--- src/hdl/mtrf_pkg.sv ---
`default_nettype none
// ----------------------------------------------------------------------------
// mtrf_pkg
// Shared types and constants of the Modbus TCP request framer.
// ----------------------------------------------------------------------------
package mtrf_pkg;

  localparam int unsigned FRAME_BYTES = 13;

  localparam logic [15:0] MAX_BIT_QUANTITY = 16'd2000;
  localparam logic [15:0] MAX_REG_QUANTITY = 16'd125;

  localparam logic [3:0] CMD_READ_COILS    = 4'd0;
  localparam logic [3:0] CMD_READ_DISCRETE = 4'd1;
  localparam logic [3:0] CMD_READ_HOLDING  = 4'd2;
  localparam logic [3:0] CMD_READ_INPUT    = 4'd3;
  localparam logic [3:0] CMD_WRITE_COIL    = 4'd4;
  localparam logic [3:0] CMD_WRITE_REG     = 4'd5;
  localparam logic [3:0] CMD_MULTI_COILS   = 4'd6;
  localparam logic [3:0] CMD_MULTI_REGS    = 4'd7;
  localparam logic [3:0] CMD_PAYLOAD       = 4'd8;

  localparam logic [7:0] FC_WRITE_COIL  = 8'd5;
  localparam logic [7:0] FC_WRITE_REG   = 8'd6;
  localparam logic [7:0] FC_MULTI_COILS = 8'd15;
  localparam logic [7:0] FC_MULTI_REGS  = 8'd16;

  localparam logic [15:0] LEN_SINGLE      = 16'd6;
  localparam logic [15:0] LEN_MULTI_BASE  = 16'd7;
  localparam logic [15:0] COIL_ON         = 16'hFF00;
  localparam logic [3:0]  CNT_SINGLE      = 4'd12;
  localparam logic [3:0]  CNT_MULTI       = 4'd13;

  typedef struct packed {
    logic [FRAME_BYTES-1:0][7:0] bytes;
    logic [3:0]                  cnt;
    logic                        last_fin;
    logic                        err;
  } frame_t;

  typedef struct packed {
    logic [15:0] tc;
    logic [7:0]  rem;
    logic        is_regs;
  } state_t;

  typedef struct packed {
    logic [3:0]  command;
    logic [7:0]  unit_id;
    logic [15:0] address;
    logic [15:0] quantity;
    logic [15:0] value;
  } item_t;

endpackage
`default_nettype wire

--- src/hdl/mtrf_decode.sv ---
`default_nettype none
// ----------------------------------------------------------------------------
// mtrf_decode
// Builds the byte list of one item and the next framer state.
// ----------------------------------------------------------------------------
module mtrf_decode (
  input  mtrf_pkg::item_t  item_i,
  input  mtrf_pkg::state_t state_i,
  output mtrf_pkg::frame_t frame_o,
  output mtrf_pkg::state_t state_o
);
  import mtrf_pkg::*;

  logic [7:0]  fc;
  logic        ok;
  logic        multi;
  logic [15:0] third;
  logic [15:0] count;
  logic [15:0] len;
  logic [7:0]  rem_n;

  always_comb begin
    fc    = {4'd0, item_i.command} + 8'd1;
    ok    = 1'b0;
    multi = 1'b0;
    third = item_i.quantity;
    count = '0;
    unique case (item_i.command)
      CMD_READ_COILS, CMD_READ_DISCRETE: begin
        ok = item_i.quantity <= MAX_BIT_QUANTITY;
      end
      CMD_READ_HOLDING, CMD_READ_INPUT: begin
        ok = item_i.quantity <= MAX_REG_QUANTITY;
      end
      CMD_WRITE_COIL: begin
        fc    = FC_WRITE_COIL;
        ok    = 1'b1;
        third = (item_i.value != '0) ? COIL_ON : '0;
      end
      CMD_WRITE_REG: begin
        fc    = FC_WRITE_REG;
        ok    = 1'b1;
        third = item_i.value;
      end
      CMD_MULTI_COILS: begin
        fc    = FC_MULTI_COILS;
        multi = 1'b1;
        ok    = (item_i.quantity != '0) && (item_i.quantity <= MAX_BIT_QUANTITY);
        count = {3'd0, item_i.quantity[15:3]} + {15'd0, item_i.quantity[2:0] != 3'd0};
      end
      CMD_MULTI_REGS: begin
        fc    = FC_MULTI_REGS;
        multi = 1'b1;
        ok    = (item_i.quantity != '0) && (item_i.quantity <= MAX_REG_QUANTITY);
        count = {item_i.quantity[14:0], 1'b0};
      end
      default: begin
        ok = 1'b0;
      end
    endcase
    len   = multi ? (LEN_MULTI_BASE + count) : LEN_SINGLE;
    rem_n = (state_i.rem >= 8'd2) ? (state_i.rem - 8'd2) : 8'd0;
  end

  always_comb begin
    frame_o          = '0;
    frame_o.cnt      = 4'd1;
    frame_o.last_fin = 1'b1;
    frame_o.err      = 1'b1;
    state_o          = state_i;
    if (item_i.command == CMD_PAYLOAD) begin
      if (state_i.rem != '0) begin
        frame_o.err = 1'b0;
        if (state_i.is_regs) begin
          frame_o.bytes[0] = item_i.value[15:8];
          frame_o.bytes[1] = item_i.value[7:0];
          frame_o.cnt      = 4'd2;
          frame_o.last_fin = rem_n == '0;
          state_o.rem      = rem_n;
        end else begin
          frame_o.bytes[0] = item_i.value[7:0];
          frame_o.last_fin = state_i.rem == 8'd1;
          state_o.rem      = state_i.rem - 8'd1;
        end
      end
    end else if (item_i.command < CMD_PAYLOAD) begin
      state_o.rem     = '0;
      state_o.is_regs = 1'b0;
      if (ok) begin
        frame_o.bytes[0]  = state_i.tc[15:8];
        frame_o.bytes[1]  = state_i.tc[7:0];
        frame_o.bytes[4]  = len[15:8];
        frame_o.bytes[5]  = len[7:0];
        frame_o.bytes[6]  = item_i.unit_id;
        frame_o.bytes[7]  = fc;
        frame_o.bytes[8]  = item_i.address[15:8];
        frame_o.bytes[9]  = item_i.address[7:0];
        frame_o.bytes[10] = third[15:8];
        frame_o.bytes[11] = third[7:0];
        frame_o.bytes[12] = count[7:0];
        frame_o.cnt       = multi ? CNT_MULTI : CNT_SINGLE;
        frame_o.last_fin  = !multi;
        frame_o.err       = 1'b0;
        state_o.tc        = state_i.tc + 16'd1;
        if (multi) begin
          state_o.rem     = count[7:0];
          state_o.is_regs = item_i.command == CMD_MULTI_REGS;
        end
      end
    end
  end

endmodule
`default_nettype wire

--- src/hdl/mtrf_serializer.sv ---
`default_nettype none
// ----------------------------------------------------------------------------
// mtrf_serializer
// Holds one built frame and sends it out one byte per beat.
// ----------------------------------------------------------------------------
module mtrf_serializer (
  input  wire              clk_i,
  input  wire              rst_ni,
  input  mtrf_pkg::frame_t frame_i,
  input  wire              frame_vld_i,
  output logic             frame_rdy_o,
  output logic [7:0]       frame_byte_o,
  output logic             last_o,
  output logic             error_o,
  output logic             out_valid_o,
  input  wire              out_ready_i
);
  import mtrf_pkg::*;

  frame_t     frame_q;
  logic       fr_vld_q;
  logic [3:0] idx_q;
  logic       out_vld_q;
  logic [7:0] byte_q;
  logic       last_q;
  logic       err_q;
  logic       b_adv;
  logic       last_byte;

  assign last_byte   = idx_q == (frame_q.cnt - 4'd1);
  assign b_adv       = fr_vld_q && (!out_vld_q || out_ready_i);
  assign frame_rdy_o = !fr_vld_q || (b_adv && last_byte);

  always_ff @(posedge clk_i or negedge rst_ni) begin
    if (!rst_ni) begin
      fr_vld_q  <= 1'b0;
      idx_q     <= '0;
      out_vld_q <= 1'b0;
    end else begin
      if (frame_rdy_o) begin
        fr_vld_q <= frame_vld_i;
        idx_q    <= '0;
      end else if (b_adv) begin
        idx_q <= idx_q + 4'd1;
      end
      if (b_adv) begin
        out_vld_q <= 1'b1;
      end else if (out_ready_i) begin
        out_vld_q <= 1'b0;
      end
    end
  end

  always_ff @(posedge clk_i) begin
    if (frame_rdy_o && frame_vld_i) begin
      frame_q <= frame_i;
    end
    if (b_adv) begin
      byte_q <= frame_q.bytes[idx_q];
      last_q <= last_byte && frame_q.last_fin;
      err_q  <= frame_q.err;
    end
  end

  assign frame_byte_o = byte_q;
  assign last_o       = last_q;
  assign error_o      = err_q;
  assign out_valid_o  = out_vld_q;

endmodule
`default_nettype wire

--- src/hdl/modbus_tcp_request_framer.sv ---
`default_nettype none
// ----------------------------------------------------------------------------
// modbus_tcp_request_framer
// Turns request and payload items into Modbus TCP request frame bytes.
// ----------------------------------------------------------------------------
// channel  dir  handshake              payload
// in       in   in_valid_i/in_ready_o  command, unit_id, address, quantity, value
// out      out  out_valid_o/out_ready_i frame_byte, last, error
//
// One byte leaves per cycle unless the output stalls: a request has 12 or 13
// bytes, a payload element 1 or 2, an error 1, as the frame register and its
// byte index set. The first byte passes the item, frame and byte registers.
// Reset clears the transaction counter and the pending payload count.
// A stalled output holds its byte; the next item is taken during the last byte.
// ----------------------------------------------------------------------------
module modbus_tcp_request_framer (
  input  wire         clk_i,
  input  wire         rst_ni,
  input  wire         in_valid_i,
  output logic        in_ready_o,
  input  wire  [3:0]  command_i,
  input  wire  [7:0]  unit_id_i,
  input  wire  [15:0] address_i,
  input  wire  [15:0] quantity_i,
  input  wire  [15:0] value_i,
  output logic        out_valid_o,
  input  wire         out_ready_i,
  output logic [7:0]  frame_byte_o,
  output logic        last_o,
  output logic        error_o
);
  import mtrf_pkg::*;

  item_t  item_q;
  logic   in_vld_q;
  state_t state_q;
  state_t state_d;
  frame_t frame;
  logic   frame_rdy;
  logic   a_adv;

  assign a_adv      = in_vld_q && frame_rdy;
  assign in_ready_o = !in_vld_q || frame_rdy;

  always_ff @(posedge clk_i or negedge rst_ni) begin
    if (!rst_ni) begin
      in_vld_q <= 1'b0;
      state_q  <= '0;
    end else begin
      if (in_ready_o) begin
        in_vld_q <= in_valid_i;
      end
      if (a_adv) begin
        state_q <= state_d;
      end
    end
  end

  always_ff @(posedge clk_i) begin
    if (in_valid_i && in_ready_o) begin
      item_q <= '{command: command_i, unit_id: unit_id_i, address: address_i,
                  quantity: quantity_i, value: value_i};
    end
  end

  mtrf_decode u_decode (
    .item_i  (item_q),
    .state_i (state_q),
    .frame_o (frame),
    .state_o (state_d)
  );

  mtrf_serializer u_serializer (
    .clk_i        (clk_i),
    .rst_ni       (rst_ni),
    .frame_i      (frame),
    .frame_vld_i  (in_vld_q),
    .frame_rdy_o  (frame_rdy),
    .frame_byte_o (frame_byte_o),
    .last_o       (last_o),
    .error_o      (error_o),
    .out_valid_o  (out_valid_o),
    .out_ready_i  (out_ready_i)
  );

  a_err_is_last: assert property (@(posedge clk_i) disable iff (!rst_ni)
    out_valid_o && error_o |-> last_o)
    else $error("error beat without last");

  a_hold_item: assert property (@(posedge clk_i) disable iff (!rst_ni)
    in_vld_q && !frame_rdy |=> in_vld_q && $stable(item_q))
    else $error("held item changed while blocked");

  a_err_keeps_tc: assert property (@(posedge clk_i) disable iff (!rst_ni)
    a_adv && frame.err |=> $stable(state_q.tc))
    else $error("rejected item moved the transaction counter");

  a_ok_bumps_tc: assert property (@(posedge clk_i) disable iff (!rst_ni)
    a_adv && !frame.err && (item_q.command < CMD_PAYLOAD)
    |=> state_q.tc == $past(state_q.tc) + 16'd1)
    else $error("accepted request did not advance the counter");

endmodule
`default_nettype wire
--- config.mk ---
export PLATFORM = sky130hd
export DESIGN_NAME = modbus_tcp_request_framer
export DESIGN_NICKNAME = d
export VERILOG_FILES = /design/src/hdl/mtrf_pkg.sv /design/src/hdl/mtrf_decode.sv /design/src/hdl/mtrf_serializer.sv /design/src/hdl/modbus_tcp_request_framer.sv
export SDC_FILE = /design/constraint.sdc
export NUM_CORES = 1
export LEC_CHECK = 0
export ABC_AREA = 1
export BUFFER_PORTS_ARGS = -buffer_cell sky130_fd_sc_hd__buf_2
export CAP_MARGIN = 20
export CORE_MARGIN = 1
export CORE_UTILIZATION = 30
export CTS_CLUSTER_DIAMETER = 50
export DETAILED_ROUTE_END_ITERATION = 8
export PLACE_DENSITY = 0.57
export SKIP_LAST_GASP = 1
export SLEW_MARGIN = 20
export SYNTH_ARGS = -nofsm -noshare
export SYNTH_HDL_FRONTEND = slang
export SYNTH_HIERARCHICAL = 1
export SYNTH_SLANG_ARGS = --single-unit
--- constraint.sdc ---
create_clock -name clk_i -period 11.1 [get_ports clk_i]
set_clock_uncertainty 0.1 [all_clocks]
set_input_delay 2.22 -clock clk_i [delete_from_list [all_inputs] [get_ports clk_i]]
set_output_delay 2.22 -clock clk_i [all_outputs]
set_load 0.01 [all_outputs]
==> results.json, run 1 <==
{
  "outcome": "finished clean",
  "critical_path_peak_fanout": 30,
  "syn_to_final_growth_pct": 14.19,
  "fmax_mhz": 169.5,
  "post_cts_resized": 0,
  "synth_area_um2": 11430,
  "rsz0062_at_grt": "no",
  "fin_cells": 1832,
  "worst_ep_arrival_time_ps": 3580,
  "dp_hpwl_mm": 20.58,
  "finalSetupViolCount": 0,
  "fillCellCount": 3877,
  "htreeDepth": 1,
  "die_area_um2": 38900,
  "power_frac_comb_pct": 22.9,
  "yosys_register_bits": 212,
  "power_frac_seq_pct": 40.2,
  "clk_pin_slew_ps": 60,
  "grt_pass1_vias": 8165,
  "grt_pass1_wl_mm": 44.94,
  "routed_wl_mm": 28.62,
  "worst_pin_slew_ps": 834.0,
  "finalCritPeriodShare_pct": 53.15,
  "internal-power_mw": 1.749,
  "pwr-share-clk_pct": 36.9,
  "register_area_um2": 6206,
  "start_kind": "input pin",
  "finalHoldViolCount": 0,
  "grt_use_total_pct": 14.84,
  "timing.setup.tns_ps": 0,
  "p_sw_mw": 0.8403,
  "wl_per_cell_um": 15.62,
  "pin_count": 76,
  "critPathRequiredTime_ps": 8780,
  "layout.nets": 1380,
  "rows": 71,
  "layout_common_cells": "nand2_1, nor2_1, edfxtp_1, inv_1, nand3_1",
  "multi_input_area_um2": 4252,
  "yosys_warnings": 6,
  "place_congestion": 0.8305,
  "root_buffer": "clkbuf_16",
  "p_sw_share_pct": 32.46,
  "ys_seq_area_share_pct": 54.27,
  "worstSetupEndpointType": "output pin",
  "first_pass_iters": 5,
  "clockBufferDepth": 3,
  "cts_hold_buffers": 0,
  "core_um2": 37580,
  "path_class": "input pin to output pin",
  "finalMaxSlewViolations": 0,
  "vias_per_cell": 4.570,
  "antenna_cells": 0,
  "num_vias": 8372,
  "layout-drive-gt1-share_pct": 15.44,
  "die_h_um": 197.2,
  "portBuffers": 75,
  "overflow": 0,
  "grt_start_max_net_pins": 92,
  "drcViolationCount": 0,
  "start_util_pct": 30.43,
  "post-cts-setup-buffers": 0,
  "clock_sinks": 212,
  "slew_headroom_pct": 44.27,
  "die_w_um": 197.2,
  "antenna_found_initial": 0,
  "ys_types": 46,
  "cts_tree": "built",
  "drtIter0Drc": 691,
  "avgSynthCellArea_um2": 9.236,
  "dp_cells": 1780,
  "powerDensity_nw_per_um2": 198.3,
  "drv_cap": 0,
  "hp-class": "flop to flop",
  "final_common_cell": "nand2_1",
  "min_period_ps": 5900,
  "vdd_drop_max_uv": 117.3,
  "antenna_left": 0,
  "numCtsBuffers": 29,
  "leakage_nw": 5.339,
  "postPlaceCellArea_um2": 12060,
  "syn_inst": 1238,
  "fin_area_um2": 13060,
  "clkLatencyLatePin_ps": 550
}
-- critical path, stage by stage --
cell and delay (ps):
buf_2 110, nor2_1 220, inv_1 110, nand3_1 160, nand2_1 80, buf_4 250, inv_1 160, nand2_1 90
buf_2 150
-- cells by family after synthesis --
| family | Yosys count | synth area share (%) |
|---|---|---|
| XOR/XNOR | 27 | 2.068 |
| flip-flops | 212 | 54.27 |
| other | 1 | 0.03279 |
| AO/OA/AOI/OAI | 178 | 9.301 |
| adder cells (fa/ha/maj) | 16 | 1.751 |
| AND/OR/NAND/NOR | 595 | 23.22 |
| buffers and inverters | 209 | 9.356 |
-- per-stage QoR --
step	worst slack, ps	hold slack (ps)	util [%]	total power, mW
after floorplan	2636	300.3	-	1.492
after global placement	5217	309.5	32.08	1.652
after detailed placement	5230	307.1	32.08	1.653
after CTS	5222	321.0	34.73	2.620
after global routing	5068	324.0	34.75	2.725
final	5200	319.9	34.75	2.589
-- cell type report --
class                   instances  area share, %
clock buffers                  31          5.615
clock inverters                21          2.012
inverters                     140          4.082
multi-input cells             835          32.56
flip-flops and latches        212          47.53
well taps                     511          4.897
repair buffers                 82          3.306
-- cell usage after synthesis (all sizes together) --
master | instances | area [µm²]
a211oi | 2 | 15.01
a21oi | 37 | 196.4
a22oi | 3 | 22.52
a31oi | 3 | 18.77
buf | 64 | 506.7
clkbuf | 5 | 30.02
conb | 1 | 3.750
dfrtp | 32 | 800.8
edfxtp | 180 | 5405
ha | 16 | 200.2
inv | 140 | 533.0
nand2 | 270 | 1102
nand3 | 94 | 515.5
nand3b | 1 | 7.510
nand4 | 13 | 81.33
nor2 | 203 | 855.8
nor3 | 11 | 71.32
nor4 | 2 | 12.51
nor4b | 1 | 8.760
o211ai | 26 | 210.2
o21a | 1 | 7.510
o21ai | 91 | 455.4
o22ai | 15 | 137.6
xnor2 | 4 | 35.03
xor2 | 23 | 201.4
-- sequential cells by signal, indices dropped and copies added (netlist names), 4 cells and up --
name	flops
u_serializer/frame_q	110
item_q	60
state_q	25
u_serializer/frame_byte_o	8
u_serializer/idx_q	4
-- routing by layer --
layer | vias to the layer above | share of wire (%) | GRT usage (%) | wire length (µm)
met4 | 0 | 2.6 | 5.570 | 758
met1 | 3902 | 45 | 19.70 | 12950
li1 | 4214 | - | - | -
met3 | 45 | 4.8 | 2.168 | 1380
met2 | 211 | 47 | 24.41 | 13530
met5 | - | 0 | 0 | 0
-- power by group through the flow --
stage | logic, mW | clock network, mW | registers [mW]
2_1_floorplan | 0.448 | 0 | 1.04
3_3_place_gp | 0.597 | 0 | 1.06
3_5_place_dp | 0.596 | 0 | 1.06
4_1_cts | 0.599 | 0.980 | 1.04
5_1_grt | 0.668 | 1.01 | 1.05
6_report | 0.594 | 0.955 | 1.04
-- final timing paths --
check / startpoint / end / slack [ps] / cells past startpoint
max in group asynchronous: rst_ni / u_serializer/idx_q[3]$_DFFE_PN0P_ / 8730 / 1
min: u_serializer/frame_q[0]$_DFFE_PP_ / u_serializer/error_o$_DFFE_PP_ / 320 / 0
max: out_ready_i / in_ready_o / 5200 / 9
min reg2reg: u_serializer/frame_q[0]$_DFFE_PP_ / u_serializer/error_o$_DFFE_PP_ / 320 / 0
min in group asynchronous: rst_ni / state_q[15]$_DFFE_PN0P_ / 1660 / 1
max reg2reg: u_serializer/idx_q[2]$_DFFE_PN0P_ / item_q[29]$_DFFE_PP_ / 7150 / 10
(Power assumes the default switching activity.)
==> inputs of run 2 (changes only) <==
--- a/config.mk
+++ b/config.mk
@@ -5,7 +5,7 @@
 export SDC_FILE = /design/constraint.sdc
 export NUM_CORES = 1
 export LEC_CHECK = 0
-export ABC_AREA = 1
+export ABC_AREA = 0
 export BUFFER_PORTS_ARGS = -buffer_cell sky130_fd_sc_hd__buf_2
 export CAP_MARGIN = 20
 export CORE_MARGIN = 1
==> constraint.sdc (replaced) <==
create_clock -name clk_i -period 5.97 [get_ports clk_i]
set_clock_uncertainty 0.1 [all_clocks]
set_input_delay 1.194 -clock clk_i [delete_from_list [all_inputs] [get_ports clk_i]]
set_output_delay 1.194 -clock clk_i [all_outputs]
set_load 0.01 [all_outputs]
==> results.json, run 2 <==
{
  "finalHoldViolCount": 0,
  "wl_per_cell_um": 19.65,
  "yosys_warnings": 6,
  "vias_per_cell": 5.005,
  "start_util_pct": 30.66,
  "first_pass_iters": 6,
  "clock_sinks": 212,
  "finalSetupViolCount": 0,
  "antenna_found_initial": 0,
  "postPlaceCellArea_um2": 11340,
  "layout-drive-gt1-share_pct": 20.80,
  "outcome": "finished clean",
  "cp_common_cell": "nand2_1",
  "critical_path_peak_fanout": 50,
  "core_um2": 34800,
  "yosysTopAreaCell": "edfxtp_1",
  "layout.nets": 965,
  "leakage_nw": 4.380,
  "drtIter0Drc": 575,
  "m1WireLength_mm": 12.25,
  "ys_types": 77,
  "clockBufferDepth": 3,
  "avgSynthCellArea_um2": 13.07,
  "slew_headroom_pct": 23.58,
  "r2r_cells": 11,
  "final_common_cell": "edfxtp_1",
  "synth_area_um2": 10670,
  "path_class": "flop to flop",
  "vdd_drop_max_uv": 313.8,
  "grt_use_total_pct": 14.85,
  "syn_to_final_growth_pct": 14.16,
  "syn_inst": 816,
  "grt_pass1_vias": 6766,
  "crit_path_top_delay_cell": "inv_2",
  "antenna_cells": 0,
  "largest_register_ffs": 110,
  "fin_area_um2": 12180,
  "rows": 68,
  "yosys_register_bits": 212,
  "drcViolationCount": 0,
  "finalMaxSlewViolations": 0,
  "root_buffer": "clkbuf_16",
  "fmax_mhz": 235.3,
  "cts_tree": "built",
  "cp_cell_sequence": "inv_1 > ha_1 > and3b_1 > o311ai_1 > a221oi_1 > nor3_4 > buf_4 > inv_2 > nand2_1 > or3_1 > nand2_1",
  "hp-class": "flop to flop",
  "start_kind": "flop",
  "postSynth.asyncResetShare_pct": 15.09,
  "synthFlopType": "edfxtp_1",
  "finalCritPeriodShare_pct": 71.18,
  "min_period_ps": 4249,
  "drv_cap": 0,
  "ys_seq_area_share_pct": 58.17,
  "pin_count": 76,
  "dpl_worst_slack_ps": 1775,
  "regMostFlops": "u_serializer/frame_q",
  "post-cts-setup-buffers": 0,
  "routed_wl_mm": 26.71,
  "place_congestion": 0.9232,
  "grt_start_max_net_pins": 77,
  "die_h_um": 190.6,
  "post_cts_resized": 0,
  "yosys-top-cells-area": "edfxtp_1, dfrtp_1, mux4_2",
  "fin_ws_ps": 1721,
  "cp_slowest_stage_delay_ps": 610,
  "powerDensity_nw_per_um2": 374.7,
  "holdWs_ps": 359.9,
  "die_area_um2": 36320,
  "rsz0062_at_grt": "no",
  "grt_pass1_wl_mm": 40.93,
  "wl_met3_mm": 1.516,
  "num_vias": 6802,
  "numCtsBuffers": 26,
  "critPathRequiredTime_ps": 6250,
  "clk_pin_slew_ps": 60,
  "worstSetupEndpointType": "flop",
  "dp_hpwl_mm": 19.46,
  "wl_met2_mm": 12.37,
  "synth_common_cells": "edfxtp_1, nand2_1, nor2_1, and2_1, dfrtp_1",
  "dr.max_layer_used": "met4",
  "yosysMostFrequentCell": "edfxtp_1",
  "reg.largest.list": "u_serializer/frame_q: 110 flops, item_q: 60 flops, state_q: 25 flops",
  "portBuffers": 75,
  "whs_path_depth": 0,
  "clkLatencyLatePin_ps": 520,
  "layout_common_cells": "edfxtp_1, nand2_1, buf_2, nor2_1",
  "die_w_um": 190.6,
  "synth_top_area_share_pct": 50.67,
  "synth_edf_count": 180,
  "worst_ep_arrival_time_ps": 4530,
  "antenna_left": 0,
  "overflow": 0,
  "htreeDepth": 1,
  "worst_pin_slew_ps": 1139,
  "timing.setup.tns_ps": 0,
  "cts_hold_buffers": 0
}
run 2: worst paths after layout:
| path | start | to | slack (ps) |
|---|---|---|---|
| setup / recovery | item_q[56]$_DFFE_PP_ | u_serializer/frame_q[39]$_DFFE_PP_ | 1720 |
| hold / removal | u_serializer/frame_q[0]$_DFFE_PP_ | u_serializer/error_o$_DFFE_PP_ | 360 |
| setup reg to reg | item_q[56]$_DFFE_PP_ | u_serializer/frame_q[39]$_DFFE_PP_ | 1720 |
| hold reg to reg | u_serializer/frame_q[0]$_DFFE_PP_ | u_serializer/error_o$_DFFE_PP_ | 360 |
| max in group asynchronous | rst_ni | u_serializer/idx_q[2]$_DFFE_PN0P_ | 4570 |
| min in group asynchronous | rst_ni | state_q[8]$_DFFE_PN0P_ | 670 |
run 2: report_power, final:
group          switching (mW)  leakage, nW  internal, mW  total [mW]
combinational           0.629         1.90         0.454        1.08
sequential              0.136         2.07          1.84        1.98
clock                   0.622        0.409         0.880        1.50
run 2: cell type report:
class	count	area, µm²
timing repair buffer	85	450.4
fill	3415	22620
clock buffer	30	686.9
tap	455	569.3
multi-input combinational	541	4046
clock inverter	17	147.6
inverter	19	71.32
sequential	212	6206
run 2: cell families after synthesis:
logic type,synth area share (%)
AOI/OAI and AO/OA,8.550
xor gates and xnor gates,3.589
adders and majority gates,1.877
buffers and inverters,4.656
DFF,58.17
muxes,9.735
other,0.03515
and+or+nand+nor,13.38
run 2: metal layers:
metal	GRT usage, %	vias up
met5	0	-
met4	3.692	0
met3	2.760	39
met2	23.65	221
met1	20.74	3375
li1	-	3167
run 2: worst max-delay path: cells and delay by family, from the launching register on:
family	cells	cell delay [ps]
buf+inv	3	1040
flops	1	450
compound gates	2	680
simple gates	5	1540
fa+ha+maj	1	290
run 2: stage by stage:
stage	util [%]	cells	power, mW
after floorplan	-	834	2.816
after global placement	32.59	1312	3.079
after detailed placement	32.59	1312	3.087
after CTS	34.98	1359	4.607
after global routing	35.00	1359	4.772
final	35.00	1359	4.563
==> inputs of run 3 (changes only) <==
==> constraint.sdc (replaced) <==
create_clock -name clk_i -period 4 [get_ports clk_i]
set_clock_uncertainty 0.1 [all_clocks]
set_input_delay 0.8 -clock clk_i [delete_from_list [all_inputs] [get_ports clk_i]]
set_output_delay 0.8 -clock clk_i [all_outputs]
set_load 0.01 [all_outputs]
==> results.json, run 3 (synthesis gave the netlist of run 2 again) <==
{
  "dp_hpwl_mm": 19.93,
  "clockBufferDepth": 3,
  "power_mw": 6.980,
  "finalHoldViolCount": 0,
  "grt_pass1_wl_mm": 41.19,
  "drtIter0Drc": 731,
  "finalMaxSlewViolations": 0,
  "finalSetupViolCount": 0,
  "cp_slowest_stage_delay_ps": 530,
  "outcome": "finished clean",
  "first_pass_iters": 5,
  "worst_ep_arrival_time_ps": 3800,
  "drv_cap": 0,
  "rows": 68,
  "r2r_cells": 10,
  "antenna_left": 0,
  "die_area_um2": 36320,
  "cts_hold_buffers": 0,
  "cpLargestDelayFamily": "simple AND/OR/NAND/NOR gates",
  "portBuffers": 75,
  "min_period_ps": 3511,
  "vias_per_cell": 4.988,
  "finalCritPeriodShare_pct": 87.79,
  "die_w_um": 190.6,
  "post-cts-setup-buffers": 0,
  "cp_cell_sequence": "or3_1 > ha_1 > ha_1 > nand3_1 > xor2_1 > a311o_1 > a2bb2oi_2 > nand2_1 > or4_1 > a21oi_1",
  "powerDensity_nw_per_um2": 563.6,
  "num_vias": 6884,
  "slew_headroom_pct": 39.02,
  "leakage_nw": 4.484,
  "start_kind": "flop",
  "wl_per_cell_um": 19.82,
  "drcViolationCount": 0,
  "crit_start": "item_q[17]$_DFFE_PP_",
  "critical_path_peak_fanout": 8,
  "cp-endpoint": "u_serializer/frame_q[42]$_DFFE_PP_",
  "cp_common_cell": "ha_1",
  "layout.nets": 984,
  "core_um2": 34800,
  "routed_wl_mm": 27.35,
  "reg.largest.list": "u_serializer/frame_q: 110 flops, item_q: 60 flops, state_q: 25 flops",
  "start_util_pct": 30.66,
  "rsz0062_at_grt": "no",
  "holdWs_ps": 264.1,
  "grt_pass1_vias": 6817,
  "worst_pin_slew_ps": 911.4,
  "fillCellCount": 3371,
  "grt_start_max_net_pins": 42,
  "timing.setup.tns_ps": 0,
  "clk_pin_slew_ps": 60,
  "hp-class": "input pin to async pin",
  "largest_register_ffs": 110,
  "place_congestion": 0.8668,
  "rrSetupSlack_ps": 490,
  "post_cts_resized": 0,
  "die_h_um": 190.6,
  "crit_buf_inv": 0,
  "regMostFlops": "u_serializer/frame_q",
  "vdd_drop_max_uv": 312.0,
  "grt_use_total_pct": 15.18,
  "fmax_mhz": 284.8,
  "reg2reg_from": "item_q[17]$_DFFE_PP_",
  "r2r_end": "u_serializer/frame_q[42]$_DFFE_PP_",
  "layout_common_cells": "edfxtp_1, nand2_1, buf_2, nor2_1",
  "worstSetupEndpointType": "flop",
  "path_class": "flop to flop",
  "final_common_cell": "edfxtp_1",
  "cp.depth": 10,
  "clock_sinks": 212,
  "antenna_cells": 0,
  "syn_to_final_growth_pct": 16.09,
  "pin_count": 76,
  "htreeDepth": 1,
  "root_buffer": "clkbuf_16",
  "numCtsBuffers": 27,
  "cts_tree": "built",
  "antenna_found_initial": 0,
  "clkLatencyLatePin_ps": 540,
  "layout-drive-gt1-share_pct": 22.05,
  "crit_path_top_delay_cell": "or4_1",
  "critPathRequiredTime_ps": 4290,
  "overflow": 0
}
==> run 3: cell count changes in the layout (fill, tap and decap cells not counted), sizes merged <==
cell,before,now
clkinv,13,11
bufinv,1,2
clkbuf,30,33
clkinvlp,1,2
buf,85,103
==> run 3: how the worst min path moves through the flow <==
stage / to / slack [ps] / cells after the start / startpoint
floorplan: u_serializer/error_o$_DFFE_PP_ / 300 / 0 / u_serializer/frame_q[0]$_DFFE_PP_
global placement: u_serializer/error_o$_DFFE_PP_ / 320 / 0 / u_serializer/frame_q[0]$_DFFE_PP_
detailed placement: u_serializer/error_o$_DFFE_PP_ / 320 / 0 / u_serializer/frame_q[0]$_DFFE_PP_
CTS: state_q[0]$_DFFE_PN0P_ / 280 / 1 / rst_ni
global route: item_q[52]$_DFFE_PP_ / 310 / 1 / unit_id_i[4]
finish: state_q[0]$_DFFE_PN0P_ / 260 / 1 / rst_ni
==> run 3: metal layers <==
layer	part of all wire, %	global-route usage, %	vias to the layer above
li1	-	-	3210
met1	44	20.95	3369
met2	46	24.20	250
met3	6.3	2.705	55
met4	2.9	4.615	0
met5	0	0	-
==> run 3: through the flow <==
stage / instances / util (%) / cell area (µm²) / setup slack (ps)
2_1_floorplan: 834 / - / 10740 / 380.7
3_3_place_gp: 1330 / 33.05 / 11500 / 621.5
3_5_place_dp: 1330 / 33.05 / 11500 / 551.5
4_1_cts: 1380 / 35.59 / 12380 / 509.1
5_1_grt: 1380 / 35.59 / 12380 / 263.2
6_report: 1380 / 35.59 / 12380 / 488.5
==> run 3: cell type report <==
| class | instances | area [µm²] | share of cell area [%] |
|---|---|---|---|
| flip-flops and latches | 212 | 6206 | 50.11 |
| multi-input cells | 541 | 4044 | 32.65 |
| clock buffers | 33 | 698.2 | 5.637 |
| repair buffers | 103 | 610.6 | 4.930 |
| well taps | 455 | 569.3 | 4.597 |
| clock inverters | 17 | 185.2 | 1.495 |
| inverters | 19 | 71.32 | 0.5759 |
==> run 3: report_power, final <==
part	internal (mW)	total (mW)	switching, mW
Clock	1.39	2.36	0.963
Combinational	0.718	1.67	0.951
Sequential	2.74	2.95	0.208
Total	4.86	6.98	2.12
